==> config.mk <==
export PLATFORM = sky130hd
export DESIGN_NAME = sdbm_tbl_queue
export DESIGN_NICKNAME = d
export VERILOG_FILES = /design/src/sdbm_tbl_pkg.sv /design/src/sdbm_tbl_queue.sv
export SDC_FILE = /design/constraint.sdc
export NUM_CORES = 1
export LEC_CHECK = 0
export BUFFER_PORTS_ARGS = -buffer_cell sky130_fd_sc_hd__buf_4
export CAP_MARGIN = 10
export CELL_PAD_IN_SITES_DETAIL_PLACEMENT = 2
export CELL_PAD_IN_SITES_GLOBAL_PLACEMENT = 2
export CORE_ASPECT_RATIO = 1.4
export CORE_MARGIN = 2
export CORE_UTILIZATION = 34
export DETAILED_ROUTE_END_ITERATION = 6
export GPL_TIMING_DRIVEN = 0
export HOLD_SLACK_MARGIN = 0.02
export PLACE_DENSITY = 0.81
export SLEW_MARGIN = 30
export SYNTH_ARGS = -nofsm -noshare
export SYNTH_HDL_FRONTEND = slang
export SYNTH_SLANG_ARGS = --single-unit
==> constraint.sdc <==
create_clock -name clk -period 3.6 [get_ports clk]
set_input_delay 0.72 -clock clk [delete_from_list [all_inputs] [get_ports clk]]
set_output_delay 0.72 -clock clk [all_outputs]
set_load 0.1 [all_outputs]
==> src/sdbm_tbl_pkg.sv <==
`timescale 1ns / 1ps

package sdbm_tbl_pkg;

	localparam int TABLE_DEPTH_DEF = 1024;
	localparam int HASH_W          = 32;
	localparam int SLOT_W          = 10;
	localparam int COUNT_W         = 11;
	localparam int RATING_W        = 3;
	localparam int DATA_W          = 32;
	localparam int QUEUE_DEPTH     = 2;

	localparam logic [1:0] KIND_KEY   = 2'd0;
	localparam logic [1:0] KIND_WRITE = 2'd1;
	localparam logic [1:0] KIND_READ  = 2'd2;

	typedef struct packed {
		logic [1:0]          kind;
		logic [7:0]          key_byte;
		logic [RATING_W-1:0] item_rating;
		logic [DATA_W-1:0]   item_data;
	} in_item_t;

	typedef struct packed {
		logic [SLOT_W-1:0]   slot_index;
		logic [RATING_W-1:0] read_rating;
		logic [DATA_W-1:0]   read_data;
		logic [COUNT_W-1:0]  element_count;
	} out_item_t;

	// finished key waiting for the table side
	typedef struct packed {
		logic                is_write;
		logic [HASH_W-1:0]   hash;
		logic [RATING_W-1:0] rating;
		logic [DATA_W-1:0]   data;
	} op_t;

	typedef struct packed {
		logic [RATING_W-1:0] rating;
		logic [DATA_W-1:0]   data;
	} slot_t;

	function automatic logic [HASH_W-1:0] sdbm_fold(logic [HASH_W-1:0] h, logic [7:0] c);
		logic [HASH_W-1:0] cx;
		cx = {{(HASH_W-8){c[7]}}, c};
		return cx + (h << 6) + (h << 16) - h;
	endfunction

endpackage

==> src/sdbm_tbl_queue.sv <==
`timescale 1ns / 1ps

module sdbm_tbl_queue (
	input  logic              clk,
	input  logic              arst_n,
	input  logic              push_valid,
	output logic              push_ready,
	input  sdbm_tbl_pkg::op_t push_data,
	output logic              pop_valid,
	input  logic              pop_ready,
	output sdbm_tbl_pkg::op_t pop_data
);
	import sdbm_tbl_pkg::*;

	localparam int QAW = $clog2(QUEUE_DEPTH);
	localparam int QCW = $clog2(QUEUE_DEPTH + 1);

	op_t            entry_q [QUEUE_DEPTH];
	logic [QAW-1:0] wr_ptr_q;
	logic [QAW-1:0] rd_ptr_q;
	logic [QCW-1:0] cnt_q;
	logic           push;
	logic           pop;

	assign push_ready = (cnt_q != QCW'(QUEUE_DEPTH));
	assign pop_valid  = (cnt_q != '0);
	assign pop_data   = entry_q[rd_ptr_q];
	assign push       = push_valid && push_ready;
	assign pop        = pop_valid && pop_ready;

	always_ff @(posedge clk) begin
		if (push) begin
			entry_q[wr_ptr_q] <= push_data;
		end
	end

	always_ff @(posedge clk or negedge arst_n) begin
		if (!arst_n) begin
			wr_ptr_q <= '0;
			rd_ptr_q <= '0;
			cnt_q    <= '0;
		end else begin
			if (push) begin
				wr_ptr_q <= wr_ptr_q + 1'b1;
			end
			if (pop) begin
				rd_ptr_q <= rd_ptr_q + 1'b1;
			end
			case ({push, pop})
				2'b10:   cnt_q <= cnt_q + 1'b1;
				2'b01:   cnt_q <= cnt_q - 1'b1;
				default: cnt_q <= cnt_q;
			endcase
		end
	end

endmodule

==> impl_metrics.csv <==
group,metric,value,unit
yosys,netlist_area,0.00514,mm²
die,die_w,108,µm
setup_path,path_buf_inv,4,
global_routing,gr-usage-all-layers,15.1,%
timing,maxClockFrequency,399,MHz
clock_tree,hold_buffers,0,
yosys,syn_inst,229,
setup_path,worstSetupStartpointType,"flop",
timing,setup_viol,0,
global_routing,grt_pass1_wl,17.7,mm
layout,drive_gt1_share,62.6,%
setup_path,path_delay_family,"buffers and inverters",
clock_tree,cts_made_buffers,17,
outcome,status,"completed",
placement,hpwlAfterDp,8.24,mm
placement,place_ws,1450,ps
route,num_vias,2681,
timing,tightest_slew,558,ps
clock_tree,ctsResizeCount,0,
die,io-pin-count,142,
timing,finalCritPeriodShare,69.6,%
route,routedWlPerCell,19.4,µm
clock_tree,cts_buffer_depth,2,
setup_path,cp_slowest_cell,"dfrtp_1",
timing,setup_ws,1090,ps
global_routing,grt_start_max_net_pins,36,
clock_tree,cts_tree,"done",
die,core,0.0149,mm²
global_routing,grt_pass1_vias,3100,
timing,period_minus_slack,2510,ps
layout,diodes,0,
min_path,hold_path.class,"in2async",
clock_tree,path_clk_slew,60,ps
yosys,synthDistinctLibCells,16,
route,drc_errors,0,
clock_tree,postCtsSetupBuffers,0,
timing,rsz0062_at_grt,"false",
die,die-area,0.0161,mm²
die,std_cell_rows,53,
setup_path,criticalPathCategory,"reg2out",
setup_path,required,2880,ps
yosys,yosys_warnings,0,
yosys,yosys_register_bits,140,
yosys,synth_area_per_cell,22.5,µm²
layout,area_delta_synth_final,38.8,%
clock_tree,clockRootBuffer,"clkbuf_16",
clock_tree,cts.sinks,140,
layout,nNetsFinal,466,
route,viasPerCell,4.48,
setup_path,r2r_setup_slack,1670,ps
setup_path,cp-end-kind,"output port",
die,initial_core_util,34.5,%
timing,slew_headroom,62.8,%
layout,final_cell_mix,"141 x buf_4, 136 x edfxtp_1, 58 x mux2_2",
setup_path,crit_top_cell,"buf_6",
setup_path,slowest_delay,340,ps
yosys,ys_seq_area_share,81.3,%
clock_tree,htreeDepth,4,
setup_path,crit_path_max_fanout,10,
die,die_height,150,µm
setup_path,cp_cell_sequence,"buf_6 > buf_6 > buf_8 > mux2_4 > buf_4",
route,routed_wl,11.6,mm
timing,finalMaxSlewViolations,0,
yosys,synth_nets,302,
layout,final_common_cell,"buf_4",
route,drt_iter0_drc,105,
timing,worst_clock_skew,10.3,ps
global_routing,antenna_found_initial,0,
route,dr.pass1.iters,4,
placement,port_buffers,141,
route,antenna_left,0,
global_routing,overflow,0,
setup_path,arrival,1790,ps
flow_run,maxCapViolations,0,
clock_tree,clk_latency,410,ps
placement,gp_congestion,0.643,
timing,hold_viol,0,
-- through the flow --
stage / std cells / setup TNS, ps / hold WS [ps] / instance area [µm²] / utilization, %
floorplan: 229 / 0 / 424 / 5150 / -
finish: 598 / 0 / 99.6 / 7140 / 47.9
CTS: 598 / 0 / 82.8 / 7140 / 47.9
global placement: 562 / -9680 / 479 / 6450 / 43.2
detailed placement: 566 / 0 / 484 / 6560 / 44.0
global route: 598 / 0 / 77.9 / 7140 / 47.9
-- cell families (layout without fill, tap and decap cells) --
kind of cell  Yosys count  in the layout  synth area share (%)
buf+inv                 8            185                  1.22
mux                    68             68                  15.6
fa+ha+maj               1              1                 0.243
xor+xnor                5              5                 0.851
flops                 140            140                  81.3
simple gates            7              7                 0.754
-- flip-flops by register name, indices dropped and copies added (netlist names) --
| register | flops |
|---|---|
| rd_ptr_q | 1 |
| entry_q | 136 |
| wr_ptr_q | 1 |
| cnt_q | 2 |
-- routing by layer --
metal / track usage [%] / up-vias / share of wire, %
met3: 5.01 / 8 / 5.8
met1: 16.3 / 1349 / 35
met4: 4.81 / 0 / 0.91
li1: - / 1234 / -
met2: 27.5 / 90 / 58
met5: 0 / - / 0
-- worst paths after layout --
check	from	to	cells after the start
hold reg to reg	cnt_q[1]$_DFFE_PN0P_	cnt_q[1]$_DFFE_PN0P_	1
setup reg to reg	cnt_q[0]$_DFFE_PN0P_	entry_q[0][39]$_DFFE_PP_	5
setup / recovery	rd_ptr_q$_DFFE_PN0P_	pop_data[32]	5
hold / removal	arst_n	wr_ptr_q$_DFFE_PN0P_	1
min in group clk	cnt_q[1]$_DFFE_PN0P_	cnt_q[1]$_DFFE_PN0P_	1
max in group asynchronous	arst_n	rd_ptr_q$_DFFE_PN0P_	1
-- Yosys cell counts, drive strengths merged --
master | n | area share, %
nand2 | 1 | 0.073
mux2 | 68 | 16
xnor2 | 3 | 0.51
dfrtp | 4 | 1.9
nand2b | 1 | 0.12
and2 | 1 | 0.17
ha | 1 | 0.24
and3 | 1 | 0.12
or2 | 1 | 0.12
buf | 8 | 1.2
edfxtp | 136 | 79
nor2 | 2 | 0.15
xor2 | 2 | 0.34
-- final cells by class --
type	count	area [µm²]
fillers	1384	7780
flip-flops and latches	140	4180
repair buffers	145	1160
multi-input cells	81	911
clock buffers	22	464
well taps	192	240
clock inverters	10	118
plain buffers	8	62.6
Power is not shown: default switching activity piles up to over one toggle a cycle in this logic, so the estimate is an artifact.
