==> src/sdbm_tbl_pkg.sv <==
`timescale 1ns / 1ps

package sdbm_tbl_pkg;

	localparam int TABLE_DEPTH_DEF = 1024;
	localparam int HASH_W          = 32;
	localparam int SLOT_W          = 10;
	localparam int COUNT_W         = 11;
	localparam int RATING_W        = 3;
	localparam int DATA_W          = 32;
	localparam int QUEUE_DEPTH     = 2;

	localparam logic [1:0] KIND_KEY   = 2'd0;
	localparam logic [1:0] KIND_WRITE = 2'd1;
	localparam logic [1:0] KIND_READ  = 2'd2;

	typedef struct packed {
		logic [1:0]          kind;
		logic [7:0]          key_byte;
		logic [RATING_W-1:0] item_rating;
		logic [DATA_W-1:0]   item_data;
	} in_item_t;

	typedef struct packed {
		logic [SLOT_W-1:0]   slot_index;
		logic [RATING_W-1:0] read_rating;
		logic [DATA_W-1:0]   read_data;
		logic [COUNT_W-1:0]  element_count;
	} out_item_t;

	// finished key waiting for the table side
	typedef struct packed {
		logic                is_write;
		logic [HASH_W-1:0]   hash;
		logic [RATING_W-1:0] rating;
		logic [DATA_W-1:0]   data;
	} op_t;

	typedef struct packed {
		logic [RATING_W-1:0] rating;
		logic [DATA_W-1:0]   data;
	} slot_t;

	function automatic logic [HASH_W-1:0] sdbm_fold(logic [HASH_W-1:0] h, logic [7:0] c);
		logic [HASH_W-1:0] cx;
		cx = {{(HASH_W-8){c[7]}}, c};
		return cx + (h << 6) + (h << 16) - h;
	endfunction

endpackage

==> src/sdbm_tbl_front.sv <==
`timescale 1ns / 1ps

module sdbm_tbl_front (
	input  logic                   clk,
	input  logic                   arst_n,
	input  logic                   in_valid,
	output logic                   in_ready,
	input  sdbm_tbl_pkg::in_item_t in_data,
	input  logic                   clearing,
	output logic                   push_valid,
	input  logic                   push_ready,
	output sdbm_tbl_pkg::op_t      push_data
);
	import sdbm_tbl_pkg::*;

	logic [HASH_W-1:0] hash_q;
	logic              is_finish;
	logic              accept;

	always_comb begin
		case (in_data.kind)
			KIND_WRITE, KIND_READ: is_finish = 1'b1;
			default:               is_finish = 1'b0;
		endcase
	end

	assign in_ready   = !clearing && push_ready;
	assign accept     = in_valid && in_ready;
	assign push_valid = in_valid && !clearing && is_finish;

	assign push_data.is_write = (in_data.kind == KIND_WRITE);
	assign push_data.hash     = hash_q;
	assign push_data.rating   = in_data.item_rating;
	assign push_data.data     = in_data.item_data;

	always_ff @(posedge clk or negedge arst_n) begin
		if (!arst_n) begin
			hash_q <= '0;
		end else if (accept) begin
			case (in_data.kind)
				KIND_KEY:              hash_q <= sdbm_fold(hash_q, in_data.key_byte);
				KIND_WRITE, KIND_READ: hash_q <= '0;
				default:               hash_q <= hash_q;
			endcase
		end
	end

	a_hash_cleared: assert property (@(posedge clk) disable iff (!arst_n)
		(push_valid && push_ready) |=> hash_q == '0)
		else $error("running hash not cleared after finishing beat");

	a_no_accept_clearing: assert property (@(posedge clk) disable iff (!arst_n)
		clearing |-> !(push_valid && push_ready) && !in_ready)
		else $error("beat taken during table clear");

endmodule

==> config.mk <==
export PLATFORM = sky130hd
export DESIGN_NAME = sdbm_tbl_front
export DESIGN_NICKNAME = d
export VERILOG_FILES = /design/src/sdbm_tbl_pkg.sv /design/src/sdbm_tbl_front.sv
export SDC_FILE = /design/constraint.sdc
export NUM_CORES = 1
export LEC_CHECK = 0
export BUFFER_PORTS_ARGS = -buffer_cell sky130_fd_sc_hd__buf_2
export CAP_MARGIN = 25
export CORE_ASPECT_RATIO = 1.5
export CORE_MARGIN = 4
export CORE_UTILIZATION = 23
export DETAILED_ROUTE_END_ITERATION = 7
export PLACE_DENSITY = 0.47
export SLEW_MARGIN = 30
export SYNTH_ARGS = -nofsm -noshare
export SYNTH_HDL_FRONTEND = slang
export SYNTH_SLANG_ARGS = --single-unit
==> constraint.sdc <==
create_clock -name clk -period 3.2 [get_ports clk]
set_input_delay 0.16 -clock clk [delete_from_list [all_inputs] [get_ports clk]]
set_output_delay 0.16 -clock clk [all_outputs]
set_load 0.02 [all_outputs]
==> flow_summary.yaml, run 1 <==
cts:
  htreeDepth: 2
  clk_pin_slew_worst_paths_ns: 0.06
  cts-root-buf: "clkbuf_16"
  numCtsBuffers: 5
  clkSinkCount: 32
  ctsHoldBuffers: 0
  cts_tree: "yes"
  clkLatencyLatePin_ns: 0.29
  ctsLongestPathBuffers: 2
yosys:
  synth-seq-cells: 32
  netlist_area_um2: 4338
  syn-num-nets: 633
  yosysWarnings: 0
  yosysUniqueCellTypes: 43
  async_reset_ff_frac: 1.000
  synth-edff-count: 0
  synth-seq-area-share: 0.1846
  synthFlopType: "dfrtp_1"
  synth_cells: 490
  synth.avg_cell_area_um2: 8.853
sta:
  setup_viol: 8
  timing.fmax_mhz: 292.4
  min_period_over_period: 1.069
  rsz0062_at_grt: "yes"
  maxSlewViolCount: 0
  period_needed_ns: 3.420
  finalHoldViolations: 32
  final.setup.worst_slack_ns: -0.2202
  clock_skew_ns: 0.008434
  timing.hold.ws_ns: -0.02808
  slew_headroom: 0.4485
  max_slew.worst_pin.slew_ns: 0.8273
global_route:
  grt_max_degree: 33
  grt_usage: 0.1448
  grt_pass1_vias: 4459
  grt_pass1_wl_mm: 23.58
  grt_overflow: 0
  antenna_found_initial: 0
worst_setup_path:
  critPathCaptureType: "register"
  cp-start-kind: "register"
  crit_type: "reg -> reg"
  crit_fanout: 4
  ff2ff_path_depth: 12
  crit_arrival_ns: 3.57
  cp.required_ns: 3.35
  r2r_end: "hash_q[29]$_DFFE_PN0P_"
  r2r_start: "hash_q[2]$_DFFE_PN0P_"
  rrSetupSlack_ns: -0.22
place:
  post-place-ws_ns: -0.3718
  place_area_um2: 5592
  place_congestion: 0.9178
  dp.final_hpwl_mm: 12.04
  io_buffers: 49
outcome:
  violations: "hold timing, setup timing"
  status: "complete, but fails checks"
min_path:
  worstHoldPathType: "in -> async"
drt:
  avgRoutedWirePerCell_um: 16.36
  ant_nets: 0
  via_per_inst: 4.396
  drt_pass1_iterations: 4
  drc_errors: 0
  routed_wl_mm: 14.82
  num_vias: 3983
  first_iter_violations: 163
cells_and_area:
  reg.largest.list: "hash_q: 32 flops"
  nets: 796
  area_delta_synth_final_pct: 49.55
  top_register: "hash_q"
  drive_gt1_frac: 0.4709
  final_cell_area_um2: 6487
  fillers: 1890
  largest_reg_flops: 32
  antenna_cells: 0
die:
  core_area_um2: 18550
  num_io_pins: 120
  die_x_um: 120.1
  dieArea_um2: 21170
  start_util: 0.2339
  die_h_um: 176.2
  rows: 61
job:
  cap_violations: 0
## synth_stat cells, drive strengths merged (2+ instances only)
master / count / area (µm²)
inv: 100 / 375.4
ha: 52 / 650.6
fa: 41 / 820.8
buf: 37 / 272.8
a21oi: 32 / 163.9
dfrtp: 32 / 800.8
nand2: 25 / 93.84
o22ai: 25 / 162.6
o21ai: 20 / 100.1
xnor2: 18 / 157.7
a21o: 15 / 112.6
xor2: 14 / 122.6
clkbuf: 11 / 41.29
nor2: 11 / 41.29
a31oi: 7 / 43.79
nand3: 6 / 30.03
and3: 4 / 25.02
nand4: 4 / 25.02
nor2b: 4 / 25.02
nor3: 4 / 20.02
o21a: 4 / 30.03
o31ai: 4 / 35.03
o21bai: 3 / 22.52
nand2b: 2 / 12.51
o41ai: 2 / 17.52
or3: 2 / 17.52
## worst max-delay path, cell delays in order (launching register included)
cell and delay, ns:
dfrtp_2 0.41, buf_6 0.13, fa_2 0.54, ha_1 0.24, ha_2 0.37, and3_4 0.22, nand4_1 0.11, a21oi_2 0.20
nor4b_2 0.09, or3_4 0.43, o311ai_4 0.30, xnor2_1 0.16, o22ai_2 0.08
## per-stage QoR
step           std cells  setup TNS (ns)    util
6_report             906         -0.9155  0.3498
5_1_grt              906          -2.089  0.3498
4_1_cts              902         -0.7068  0.3424
3_5_place_dp         869          -2.936  0.3015
3_3_place_gp         869          -2.668  0.3015
2_1_floorplan        490         -0.1951       -
## placed cells by master (no fill, tap or decap), types with 16 or more instances in the layout
cell and count:
o22ai_1 24, buf_4 143, inv_1 89, xnor2_1 16, nand2_1 21, ha_4 17, ha_1 32, buf_2 49
dfrtp_1 21, fa_1 38
## worst max-delay path by stage
stage	startpoint	end	slack [ns]	cells past startpoint
6_report	hash_q[2]$_DFFE_PN0P_	hash_q[29]$_DFFE_PN0P_	-0.22	12
5_1_grt	hash_q[0]$_DFFE_PN0P_	hash_q[29]$_DFFE_PN0P_	-0.31	12
4_1_cts	hash_q[17]$_DFFE_PN0P_	hash_q[29]$_DFFE_PN0P_	-0.22	14
3_5_place_dp	hash_q[6]$_DFFE_PN0P_	hash_q[27]$_DFFE_PN0P_	-0.37	14
3_3_place_gp	hash_q[6]$_DFFE_PN0P_	hash_q[27]$_DFFE_PN0P_	-0.34	14
2_1_floorplan	hash_q[2]$_DFFE_PN0P_	hash_q[27]$_DFFE_PN0P_	-0.07	14
## cell type report
cell class	count	area, µm²	area share
tap	252	315.3	0.04860
timing repair buffer	204	1480	0.2282
multi-input combinational	310	3356	0.5173
sequential	32	814.5	0.1256
clock inverter	3	18.77	0.002893
inverter	100	377.9	0.05824
clock buffer	5	125.1	0.01929
## per-layer routing
| metal | up-vias | global-route usage | wire length (µm) |
|---|---|---|---|
| li1 | 1915 | - | - |
| met1 | 1951 | 0.1387 | 5094 |
| met2 | 76 | 0.2862 | 8379 |
| met3 | 41 | 0.01923 | 409 |
| met4 | 0 | 0.08696 | 935 |
| met5 | - | 0 | 0 |
## kinds of logic (layout without fill, tap and decap cells)
family                   Yosys count  in the layout  synth area share
buffers and inverters            148            312            0.1589
XOR/XNOR                          32             32           0.06461
AND/OR/NAND/NOR                   65             65           0.07326
adder cells (fa/ha/maj)           93             93            0.3392
AO/OA/AOI/OAI                    120            120            0.1794
flip-flops                        32             32            0.1846
## repair_timing
action	CTS	global route
setup buffers	26	4
pin swaps	61	13
endpoints found under the setup margin	16	18
resized for setup	91	21
Power of run 1 is not shown: default switching activity piles up to over one toggle a cycle in this logic, so the estimate is an artifact.
==> run 2, diff against run 1 <==
- BUFFER_PORTS_ARGS: -buffer_cell sky130_fd_sc_hd__buf_2 -> -buffer_cell sky130_fd_sc_hd__buf_4
- CORE_UTILIZATION: 23 -> 49
- PLACE_DENSITY: 0.47 -> 0.83
==> run 2 against run 1 <==
Compared with the run above:
- utilization increased by 42 points
- worst setup slack got worse by 0.13 ns
- routed wire length increased by 20%
- final area increased by 0.77%
- final cell count decreased by 17%
- the flow finishes with violations (setup timing)
- via count increased by 16%
- flip-flop and latch count unchanged
- die area decreased by 51%
==> flow_summary.yaml, run 2 (synthesized netlist as in run 1, its figures left out) <==
sta:
  min_period_over_period: 1.110
  final.setup.worst_slack_ns: -0.3512
  slew_headroom: 0.6795
  max_slew.worst_pin.slew_ns: 0.4808
  period_needed_ns: 3.551
  setup_viol: 17
  maxSlewViolCount: 0
  finalHoldViolations: 0
  rsz0062_at_grt: "yes"
  clock_skew_ns: 0.005993
  timing.fmax_mhz: 281.6
cells_and_area:
  final_cell_area_um2: 6538
  area_delta_synth_final_pct: 50.71
  top_register: "hash_q"
  largest_reg_flops: 32
  drive_gt1_frac: 0.4867
  antenna_cells: 0
  reg.largest.list: "hash_q: 32 flops"
  final_cell_mix: "175 x buf_4, 84 x inv_1, 40 x fa_1"
  layout_commonest_cell: "buf_4"
  nets: 783
  final_core_util: 0.7677
worst_setup_path:
  crit_fanout: 4
  rrSetupSlack_ns: -0.35
  path_cells: "buf_6 -> fa_1 -> inv_2 -> fa_1 -> inv_2 -> ha_4 -> nand2_4 -> o21ai_4 -> a21o_1 -> a31oi_4 -> or3_4 -> o311ai_4 -> xnor2_2 -> o22ai_2"
  r2r_end: "hash_q[29]$_DFFE_PN0P_"
  slowest_stage: "fa_1"
  crit_arrival_ns: 3.71
  cp.required_ns: 3.36
  slowest_delay_ns: 0.52
  r2r_start: "hash_q[2]$_DFFE_PN0P_"
  critPathCaptureType: "register"
  ff2ff_path_depth: 14
  crit_type: "reg -> reg"
  cp-start-kind: "register"
min_path:
  hold_path_end: "hash_q[0]$_DFFE_PN0P_"
  min_path_cells: 4
  worstHoldPathType: "in -> reg"
  min_from: "in_data[35]"
drt:
  num_vias: 4603
  first_iter_violations: 338
  via_per_inst: 6.154
  drt_pass1_iterations: 5
  drc_errors: 0
  routed_wl_mm: 17.72
  ant_nets: 0
  avgRoutedWirePerCell_um: 23.69
cts:
  ctsLongestPathBuffers: 2
  htreeDepth: 2
  cts_tree: "yes"
  numCtsBuffers: 5
  clk_pin_slew_worst_paths_ns: 0.06
  clkSinkCount: 32
  cts-root-buf: "clkbuf_16"
  clkLatencyLatePin_ns: 0.29
outcome:
  violations: "setup timing"
  status: "complete, but fails checks"
global_route:
  antenna_found_initial: 0
  grt_max_degree: 33
  grt_usage: 0.2981
  grt_pass1_vias: 4831
  grt_overflow: 0
  grt_pass1_wl_mm: 23.96
place:
  place_area_um2: 5448
  dp.final_hpwl_mm: 11.14
  place_congestion: 0.9285
  io_buffers: 49
die:
  rows: 41
  die_x_um: 84.83
  die_h_um: 123.2
  start_util: 0.5094
  core_area_um2: 8516
  dieArea_um2: 10450
  num_io_pins: 120
job:
  cap_violations: 0
run 2: cell types whose count changed in the layout (fill, tap and decap cells not counted), moves of 3 or more:
cell and change:
ha_1 -5, a21oi_4 +3, inv_2 +5, ha_4 +4, buf_4 +32, buf_2 -49
buf_12 -3, inv_1 -5, o21ai_0 -4, buf_6 +6
run 2: worst max-delay path: cells and delay by family, from the launching register on:
| kind | cells | cell delay [ns] |
|---|---|---|
| XOR/XNOR | 1 | 0.15 |
| buffers and inverters | 3 | 0.28 |
| flip-flops | 1 | 0.42 |
| adder cells (fa/ha/maj) | 3 | 1.34 |
| AND/OR/NAND/NOR | 2 | 0.48 |
| AO/OA/AOI/OAI | 5 | 0.75 |
run 2: routing by layer:
metal	wire length [µm]	vias up	track usage
met1	5489	2219	0.2803
met3	1240	166	0.05600
met5	0	-	0
met2	9209	324	0.5691
li1	-	1894	-
met4	1777	0	0.2099
run 2: layout make-up:
type,instances,area [µm²]
Multi-Input combinational cell,310,3553
Fill cell,464,1978
Timing Repair Buffer,191,1493
Sequential cell,32,812.0
Inverter,100,377.9
Tap cell,107,133.9
Clock buffer,5,125.1
Clock inverter,3,42.54
run 2: how the worst max path moves through the flow:
stage          slack, ns                     end                   from  cells past startpoint
2_1_floorplan      -0.07  hash_q[27]$_DFFE_PN0P_  hash_q[2]$_DFFE_PN0P_                     14
3_3_place_gp       -0.40  hash_q[24]$_DFFE_PN0P_  hash_q[6]$_DFFE_PN0P_                     14
3_5_place_dp       -0.48  hash_q[24]$_DFFE_PN0P_  hash_q[6]$_DFFE_PN0P_                     14
4_1_cts            -0.24  hash_q[29]$_DFFE_PN0P_  hash_q[0]$_DFFE_PN0P_                     12
5_1_grt            -0.44  hash_q[31]$_DFFE_PN0P_  hash_q[2]$_DFFE_PN0P_                     15
6_report           -0.35  hash_q[29]$_DFFE_PN0P_  hash_q[2]$_DFFE_PN0P_                     14
run 2: what timing repair did:
action                                 CTS  global route
endpoints found under the hold margin   32             0
setup endpoints to repair               16            19
hold buffers                             1             0
resized for setup                       83            70
setup buffers                           21             4
pin swaps                               43            49
run 2: metrics by stage:
step	instances	hold WS (ns)	TNS [ns]	worst slack, ns
floorplan	490	-0.1356	-0.1951	-0.06864
global placement	716	0.1357	-3.151	-0.4025
detailed placement	716	0.1442	-3.884	-0.4803
CTS	746	0.2776	-1.427	-0.2423
global route	748	0.3200	-4.412	-0.4427
finish	748	0.3015	-3.206	-0.3512
Power of run 2 is left out for the same reason.
